[config.mk]
export PLATFORM = sky130hd
export DESIGN_NAME = stm_coord_div
export DESIGN_NICKNAME = d
export VERILOG_FILES = /design/src/rtl/stm_pkg.sv /design/src/rtl/stm_coord_div.sv
export SDC_FILE = /design/constraint.sdc
export NUM_CORES = 1
export LEC_CHECK = 0
export ABC_AREA = 1
export BUFFER_PORTS_ARGS = -buffer_cell sky130_fd_sc_hd__buf_2
export CAP_MARGIN = 10
export CORE_MARGIN = 8
export CORE_UTILIZATION = 40
export CTS_BUF_LIST = sky130_fd_sc_hd__clkbuf_16
export DETAILED_ROUTE_END_ITERATION = 8
export PLACE_DENSITY_LB_ADDON = 0.25
export SLEW_MARGIN = 40
export SYNTH_ARGS = -nofsm -noshare
export SYNTH_HDL_FRONTEND = slang
export SYNTH_SLANG_ARGS = --single-unit
[constraint.sdc]
create_clock -name clk -period 2.23 [get_ports clk]
set_input_delay 0.3345 -clock clk [delete_from_list [all_inputs] [get_ports clk]]
set_output_delay 0.3345 -clock clk [all_outputs]
set_load 0.05 [all_outputs]
[src/rtl/stm_pkg.sv]
// shared types, constants and codes of the stretched texture modulate block
package stm_pkg;

  localparam int MAX_DIM      = 1024;
  localparam int TEX_SIDE     = 64;
  localparam int NUM_TEXTURES = 4;

  localparam int TEX_TEXELS = TEX_SIDE * TEX_SIDE;
  localparam int TEX_BITS   = $clog2(TEX_SIDE);
  localparam int TEX_IDX_W  = $clog2(TEX_TEXELS);
  localparam int TEX_ADDR_W = $clog2(NUM_TEXTURES * TEX_TEXELS);
  localparam int TEX_DEPTH  = NUM_TEXTURES * TEX_TEXELS;
  localparam int DIM_W      = $clog2(MAX_DIM + 1);
  localparam int CNT_W      = $clog2(MAX_DIM);
  localparam int STEP_W     = $clog2(TEX_BITS + 1);

  localparam int CFG_DATA_W = 11;
  localparam int CFG_IDX_W  = 2;
  localparam int SLOT_W     = 2;
  localparam int CHAN_W     = 8;

  typedef enum logic [CFG_IDX_W-1:0] {
    REG_WIDTH  = 2'd0,
    REG_HEIGHT = 2'd1,
    REG_SELECT = 2'd2,
    REG_ENABLE = 2'd3
  } cfg_reg_t;

  typedef enum logic {
    KIND_LOAD  = 1'b0,
    KIND_PIXEL = 1'b1
  } kind_t;

  typedef enum logic [1:0] {
    ST_IDLE,
    ST_DIV,
    ST_READ,
    ST_OUT
  } state_t;

  typedef struct packed {
    logic [CHAN_W-1:0] red;
    logic [CHAN_W-1:0] green;
    logic [CHAN_W-1:0] blue;
    logic [CHAN_W-1:0] alpha;
  } pixel_t;

endpackage

[src/rtl/stm_coord_div.sv]
// bit-serial nearest texel coordinate: floor(pos*64/size), saturated to 63
module stm_coord_div
  import stm_pkg::*;
(
  input  logic                clk,
  input  logic                rst_n,
  input  logic                start,
  input  logic [CNT_W-1:0]    pos,
  input  logic [DIM_W-1:0]    size,
  output logic                done,
  output logic [TEX_BITS-1:0] quot
);

  logic [DIM_W-1:0]    rem_r, rem_nxt;
  logic [TEX_BITS-1:0] q_r, q_nxt;
  logic [STEP_W-1:0]   step_r, step_nxt;
  logic                busy_r, busy_nxt;
  logic                done_r, done_nxt;
  logic                sat_r, sat_nxt;
  logic [DIM_W:0]      shifted;
  logic                fits;

  assign shifted = {rem_r, 1'b0};
  assign fits    = shifted >= {1'b0, size};

  always_comb begin
    rem_nxt  = rem_r;
    q_nxt    = q_r;
    step_nxt = step_r;
    busy_nxt = busy_r;
    sat_nxt  = sat_r;
    done_nxt = 1'b0;
    if (start) begin
      // a position at or past the size lands on the last texel
      sat_nxt  = {1'b0, pos} >= size;
      rem_nxt  = sat_nxt ? '0 : {1'b0, pos};
      q_nxt    = '0;
      step_nxt = STEP_W'(TEX_BITS);
      busy_nxt = 1'b1;
    end else if (busy_r) begin
      rem_nxt  = fits ? DIM_W'(shifted - {1'b0, size}) : DIM_W'(shifted);
      q_nxt    = {q_r[TEX_BITS-2:0], fits};
      step_nxt = step_r - 1'b1;
      if (step_r == STEP_W'(1)) begin
        busy_nxt = 1'b0;
        done_nxt = 1'b1;
      end
    end
  end

  always_ff @(posedge clk) begin
    if (!rst_n) begin
      busy_r <= 1'b0;
      done_r <= 1'b0;
      step_r <= '0;
    end else begin
      busy_r <= busy_nxt;
      done_r <= done_nxt;
      step_r <= step_nxt;
    end
  end

  always_ff @(posedge clk) begin
    rem_r <= rem_nxt;
    q_r   <= q_nxt;
    sat_r <= sat_nxt;
  end

  assign done = done_r;
  assign quot = sat_r ? '1 : q_r;

endmodule

==> results.cfg <==
[yosys]
ys_ff_latch = 23
synth_top_area_share_pct = 17.0
synth.largest_area_cell = nand2_1
seq_area_frac_synth_pct = 26.9
yosysWarnings = 0
syn-num-nets = 368
synth-xor-area-share_pct = 1.62
synth_area_um2 = 2160
netlist_instances = 320
synth_top_family_by_area = simple AND/OR/NAND/NOR gates
synth_fa_ha_area_share_pct = 14.3
synth_mux_area_share_pct = 0
synth_cell_types = 33
postSynthAreaPerCell_um2 = 6.74
synth-simple-area-share_pct = 34.6
synth_area_leaders = nand2_1, edfxtp_1, ha_1
synth_compound_area_share_pct = 8.23

[timing]
hold_ws_ps = 309
fin_worst_skew_ps = 2.90
finalSetupTns_ps = 0
period_share_pct = 92.9
fmax_mhz = 483
tightest_slew_ps = 497
setup_viol = 0
hold_viol = 0
fin_crit_ps = 2070
relSlewSlack_pct = 66.9
rsz0062_at_grt = no
drv_slew = 0
setup_slack_ps = 159

[die]
die_width_um = 89.5
design.portCount = 31
fp-row-count = 26
coreArea_um2 = 5170
die_area_um2 = 8000
start_util_pct = 41.7
fp.dieH_um = 89.5

[cells_and_area]
antennaDiodeCount = 0
num-nets-final = 401
syn2layout_area_growth_pct = 13.9
final_common_cell = nand2_1
mostFrequentLayoutCells = nand2_1, inv_1, buf_2, ha_1, nand3_1
drive_above_1_share_pct = 16.8
n_fill_cell = 535

[route]
routed_wl_um = 5520
wl_per_cell_um = 13.1
first_pass_iters = 4
viasPerCell = 4.87
vias = 2057
initialDrtViolationCount = 148
drcViolationCount = 0
antenna_left = 0

[setup_path]
path_max_fanout = 6
critPathKind = register to register
required_ps = 2240
crit_arrival_ps = 2080
end_kind = register
crit_path_start_kind = register

[grt]
antenna_found_initial = 0
grt_pass1_wl_um = 9610
overflow = 0
grt_max_degree = 18
grt.total_usage_pct = 15.3
grt_pass1_vias = 2057

[placed_design]
numPortBuffers = 30
pre_cts_slack_ps = 67.7
gp_congestion = 0.859
dp_hpwl_um = 4540

[pwr]
power_density_nw_per_um2 = 761
leakage_nw = 1.39
peakVddDrop_mv = 0.311

[cts]
clk_latency_ps = 260
root_buffer = clkbuf_16
cts_sinks = 23
cts_hold_buf = 0
cts_buffers = 3
ctsHtreeMaxLevel = 1
cts-resized-gates = 0
cts_tree = done
clkTransAtPathRegs_ps = 60
post_cts_buffers = 0
clock_path_buffers = 2

[flow_run]
maxCapViolCount = 0

[outcome]
outcome = finished clean

[min_path]
min_path_type = primary input to register
critical path: stages (launching register included):
cell	delay, ps
edfxtp_1	440
ha_1	340
ha_1	190
nand3_1	60
nand3_1	90
nand2_2	110
inv_1	60
nor2_2	240
nand2_1	110
nand3_1	110
nand2_1	70
power by group:
part | internal, mW | switching [mW]
clock | 0.242 | 0.158
combinational | 0.320 | 0.587
sequential | 0.526 | 0.0373
total | 1.09 | 0.783
final timing paths:
kind | startpoint | endpoint | slack [ps] | cells past startpoint
max | rem_r[0] | rem_r[6] | 160 | 10
min | rst_n | step_r[2] | 310 | 3
min reg2reg | q_r[5] | q_r[5] | 490 | 2
max reg2reg | rem_r[0] | rem_r[6] | 160 | 10
kinds of logic (layout without fill, tap and decap cells):
| family | after synthesis | count (layout) |
|---|---|---|
| simple gates | 163 | 163 |
| compound gates | 28 | 28 |
| fa+ha+maj | 24 | 24 |
| buf+inv | 78 | 110 |
| xor+xnor | 4 | 4 |
| flops | 23 | 23 |
Yosys cell counts, drive strengths merged:
cell / instances
nand2: 102
inv: 74
nand3: 26
ha: 23
nor2: 16
nand4: 13
a21oi: 12
edfxtp: 12
dfxtp: 11
o21ai: 9
o22ai: 6
xnor2: 3
buf: 2
clkbuf: 2
nor3: 2
or2: 2
a221oi: 1
fa: 1
nand3b: 1
nor4: 1
xor2: 1
through the flow:
stage	power, mW	cells	instance area [um2]	utilization, %
6_report	1.87	422	2460	47.5
3_5_place_dp	1.48	418	2380	46.0
3_3_place_gp	1.46	418	2380	46.0
4_1_cts	1.88	422	2460	47.5
2_1_floorplan	1.30	320	2160	-
5_1_grt	2.03	422	2460	47.5
flip-flops by register name, indices dropped and copies added (netlist names):
name and count:
rem_r 11, q_r 6, step_r 3, busy_r 1, done 1, sat_r 1
layer usage:
layer	wire, um	global-route usage (%)	share of wire (%)
met3	255	2.48	4.6
met4	41	4.08	0.74
met5	0	0	0
met2	2600	25.5	47
met1	2620	19.8	48
cell type report:
cell class	instances	area (um2)	share of cell area, %
inverters	74	278	11.3
clock inverters	1	5.00	0.204
flip-flops and latches	23	581	23.6
clock buffers	3	75.1	3.05
multi-input cells	219	1270	51.5
well taps	70	87.6	3.56
repair buffers	32	165	6.72
(Power assumes the default switching activity.)
