**src/rtl/stm_pkg.sv**
```systemverilog
// shared types, constants and codes of the stretched texture modulate block
package stm_pkg;

  localparam int MAX_DIM      = 1024;
  localparam int TEX_SIDE     = 64;
  localparam int NUM_TEXTURES = 4;

  localparam int TEX_TEXELS = TEX_SIDE * TEX_SIDE;
  localparam int TEX_BITS   = $clog2(TEX_SIDE);
  localparam int TEX_IDX_W  = $clog2(TEX_TEXELS);
  localparam int TEX_ADDR_W = $clog2(NUM_TEXTURES * TEX_TEXELS);
  localparam int TEX_DEPTH  = NUM_TEXTURES * TEX_TEXELS;
  localparam int DIM_W      = $clog2(MAX_DIM + 1);
  localparam int CNT_W      = $clog2(MAX_DIM);
  localparam int STEP_W     = $clog2(TEX_BITS + 1);

  localparam int CFG_DATA_W = 11;
  localparam int CFG_IDX_W  = 2;
  localparam int SLOT_W     = 2;
  localparam int CHAN_W     = 8;

  typedef enum logic [CFG_IDX_W-1:0] {
    REG_WIDTH  = 2'd0,
    REG_HEIGHT = 2'd1,
    REG_SELECT = 2'd2,
    REG_ENABLE = 2'd3
  } cfg_reg_t;

  typedef enum logic {
    KIND_LOAD  = 1'b0,
    KIND_PIXEL = 1'b1
  } kind_t;

  typedef enum logic [1:0] {
    ST_IDLE,
    ST_DIV,
    ST_READ,
    ST_OUT
  } state_t;

  typedef struct packed {
    logic [CHAN_W-1:0] red;
    logic [CHAN_W-1:0] green;
    logic [CHAN_W-1:0] blue;
    logic [CHAN_W-1:0] alpha;
  } pixel_t;

endpackage

```
**src/rtl/stm_shade.sv**
```systemverilog
// texel multiply of red, green and blue, then floored divide by 255
module stm_shade
  import stm_pkg::*;
(
  input  logic              clk,
  input  logic              capture,
  input  logic              enable,
  input  logic [CHAN_W-1:0] texel,
  input  pixel_t            pix_in,
  output pixel_t            pix_out
);

  localparam int PROD_W = 2 * CHAN_W;

  logic [CHAN_W-1:0] factor;
  logic [PROD_W-1:0] red_prod_r, green_prod_r, blue_prod_r;
  logic [CHAN_W-1:0] alpha_r;

  function automatic logic [CHAN_W-1:0] div255(input logic [PROD_W-1:0] p);
    logic [PROD_W:0] s;
    s = {1'b0, p} + (PROD_W+1)'(1) + (PROD_W+1)'(p >> CHAN_W);
    return s[PROD_W-1:CHAN_W];
  endfunction

  // a disabled texture scales by 255, which the divide undoes exactly
  assign factor = enable ? texel : '1;

  always_ff @(posedge clk) begin
    if (capture) begin
      red_prod_r   <= pix_in.red * factor;
      green_prod_r <= pix_in.green * factor;
      blue_prod_r  <= pix_in.blue * factor;
      alpha_r      <= pix_in.alpha;
    end
  end

  assign pix_out.red   = div255(red_prod_r);
  assign pix_out.green = div255(green_prod_r);
  assign pix_out.blue  = div255(blue_prod_r);
  assign pix_out.alpha = alpha_r;

endmodule

```
**config.mk**
```make
export PLATFORM = sky130hd
export DESIGN_NAME = stm_shade
export DESIGN_NICKNAME = d
export VERILOG_FILES = /design/src/rtl/stm_pkg.sv /design/src/rtl/stm_shade.sv
export SDC_FILE = /design/constraint.sdc
export NUM_CORES = 1
export LEC_CHECK = 0
export ABC_AREA = 1
export BUFFER_PORTS_ARGS = -buffer_cell sky130_fd_sc_hd__buf_2
export CORE_MARGIN = 2
export CORE_UTILIZATION = 60
export CTS_BUF_LIST = sky130_fd_sc_hd__clkbuf_4
export CTS_CLUSTER_SIZE = 24
export DETAILED_ROUTE_END_ITERATION = 6
export GPL_ROUTABILITY_DRIVEN = 0
export PLACE_DENSITY_LB_ADDON = 0.1
export SYNTH_ARGS = -nofsm -noshare
export SYNTH_HDL_FRONTEND = slang
export SYNTH_SLANG_ARGS = --single-unit
```
**constraint.sdc**
```tcl
create_clock -name clk -period 7.54 [get_ports clk]
set_clock_uncertainty 0.1 [all_clocks]
set_input_delay 1.131 -clock clk [delete_from_list [all_inputs] [get_ports clk]]
set_output_delay 1.131 -clock clk [all_outputs]
set_load 0.01 [all_outputs]
```
==> impl_metrics.ini <==
[sta]
whs_ps = 774
finalSetupViolations = 0
max-slew-margin-rel_pct = 22.6
period_minus_slack_ps = 5410
setup_tns_ps = 0
worst_pin_slew_ps = 1160
rsz0062_at_grt = false
finalCritPeriodShare_pct = 71.8
max_freq_mhz = 185
maxSlewViolCount = 0
hold_viol_final = 0

[cells_and_area]
layoutNonFillerInstCount = 1670
fillCellCount = 1456
register_area_sq_um = 1680
multi_input_comb_area_sq_um = 7060
layout.nets = 1728
stdcell_area_sq_um = 10700
drive_gt1_share_pct = 7.11
area_delta_synth_final_pct = 7.06

[route]
wl_um = 20900
drt_first_pass_iters = 5
ant_nets = 0
drc = 0
routedWlPerCell_um = 12.5
drt_iter0_markers = 547
post_drt_via_cell_ratio = 5.11
dr_total_vias = 8536

[critical_path]
cpMaxStageDelayCell = nor2_2
worstPathCellList = buf_2, inv_2, nor2_2, inv_1, nand2_1, fa_1, fa_1, inv_1, fa_1, inv_1, fa_1, inv_1, ha_1, nand2_1, nand2_1, o21bai_1, nand2_1, nand3_1, nand2_1, nand2_1
crit_required_ps = 7640
cp_max_fo = 19
arrival_ps = 5510
end_kind = register
cpMostUsedCell = nand2_1
cp-start-kind = primary input
cp_top_family = adder cells
crit_type = in2reg
cp_slowest_stage_delay_ps = 650
worst-path-buf-inv = 6

[placement]
placed_cell_area_sq_um = 10600
dp_hpwl_um = 17800
dp.cells = 1661
portBuffers = 74

[power]
p_per_area_nw_per_um2 = 381
power.leakage_nw = 6.04
vdd_drop_max_mv = 0.241

[synthesis]
yosys_warnings = 0
yosys.area.top_type = fa_1
synthTopCellsByArea = fa_1, edfxtp_1, ha_1
syn_area_sq_um = 9960
synth_top_cell_area_share_pct = 21.7
synth_area_per_cell_sq_um = 7.26
synth_cells = 1372
yosys.cell_types.count = 28
synth_nets = 1652
yosysSeqAreaShare_pct = 16.9
ys_ff_latch = 56

[clock_network]
clk_path_buf_depth = 2
path_clk_slew_ps = 150
hold_buffers = 0
clock-sinks = 56
htree_num_levels = 2
cts_tree = built
cts_buffers = 5
cts_resized = 0
post-cts-setup-buffers = 0
ctsRootBufferMaster = clkbuf_4

[global_routing]
grt_use_met2_pct = 42.7
grt-busiest-layer = met2
use_met3_pct = 3.07
met1_usage_pct = 35.8
antenna_found_initial = 1
grt_max_degree = 57
first_global_vias = 8332
grt_pass1_wl_um = 37000
overflow = 0
track_usage_pct = 25.4

[floorplanning]
initial_core_util_pct = 60.7
die-area_sq_um = 17600
row_count = 47
coreArea_sq_um = 16400
die_h_um = 133
dieWidth_um = 133
ios = 75

[flow_run]
cap_violations = 0

[worst_hold_path]
hold_class = in2reg

[run_status]
status = finished, final reports clean
-- layer usage --
| metal | wire length [um] | part of all wire (%) |
|---|---|---|
| met1 | 9810 | 47 |
| met2 | 9700 | 46 |
| met3 | 1160 | 5.5 |
| met4 | 263 | 1.3 |
| met5 | 0 | 0 |
-- cell families (layout without fill, tap and decap cells) --
kind of cell / after synthesis / in the layout / synth area share (%)
flip-flops: 56 / 56 / 16.9
other: 0 / 1 / 0
AND/OR/NAND/NOR: 673 / 673 / 27.2
adder cells (fa/ha/maj): 237 / 237 / 37.9
buffers and inverters: 319 / 396 / 12.2
XOR/XNOR: 24 / 24 / 2.11
AO/OA/AOI/OAI: 63 / 63 / 3.69
-- flip-flops by register name, indices dropped and copies added, names as in the netlist --
name / count
alpha_r: 8
green_prod_r: 16
blue_prod_r: 16
red_prod_r: 16
-- placed cells by master (no fill, tap or decap), drive strengths merged --
cell type,Yosys,final
inv,306,307
ha,129,129
a21oi,36,36
fa,108,108
nand3b,3,3
nand4,21,21
nand2,331,331
a21boi,1,1
clkbuf,1,6
nor2,245,245
nand3,48,48
edfxtp,56,56
xor2,9,9
or2,3,3
o21bai,9,9
o21ai,15,15
diode,0,1
nand2b,1,1
and2,6,6
clkinv,0,1
xnor2,15,15
buf,12,82
nor3,15,15
a21o,2,2
-- power by group --
group / total (mW) / leakage [nW] / switching [mW] / internal, mW
clock: 0.141 / 0.0361 / 0.100 / 0.0411
combinational: 3.20 / 5.46 / 1.97 / 1.23
sequential: 0.715 / 0.547 / 0.125 / 0.590
total: 4.06 / 6.04 / 2.20 / 1.86
-- worst paths after layout --
check	from	to	slack (ps)	cells past startpoint
setup / recovery	enable	blue_prod_r[12]	2130	20
hold / removal	pix_in[7]	alpha_r[7]	770	1
-- layout make-up --
class	instances	share of cell area, %
clock buffers	6	0.422
diodes	1	0.0235
inverters	306	10.8
multi-input cells	997	66.3
flip-flops and latches	56	15.8
repair buffers	82	4.04
clock inverters	2	0.129
well taps	220	2.58
-- synthesized netlist by cell type (all sizes together) --
cell,instances
a21boi,1
a21o,2
a21oi,36
and2,6
buf,12
clkbuf,1
edfxtp,56
fa,108
ha,129
inv,306
nand2,331
nand2b,1
nand3,48
nand3b,3
nand4,21
nor2,245
nor3,15
o21ai,15
o21bai,9
or2,3
xnor2,15
xor2,9
-- per-stage QoR --
| stage | util, % | power (mW) | setup WS (ps) |
|---|---|---|---|
| after floorplan | - | 3.15 | 2470 |
| after global placement | 64.6 | 3.84 | 1830 |
| after detailed placement | 64.6 | 3.91 | 1670 |
| after CTS | 65.0 | 4.06 | 2170 |
| after global routing | 65.0 | 4.62 | 1830 |
| final | 65.0 | 4.06 | 2130 |
Power figures use the tool's default switching activity.
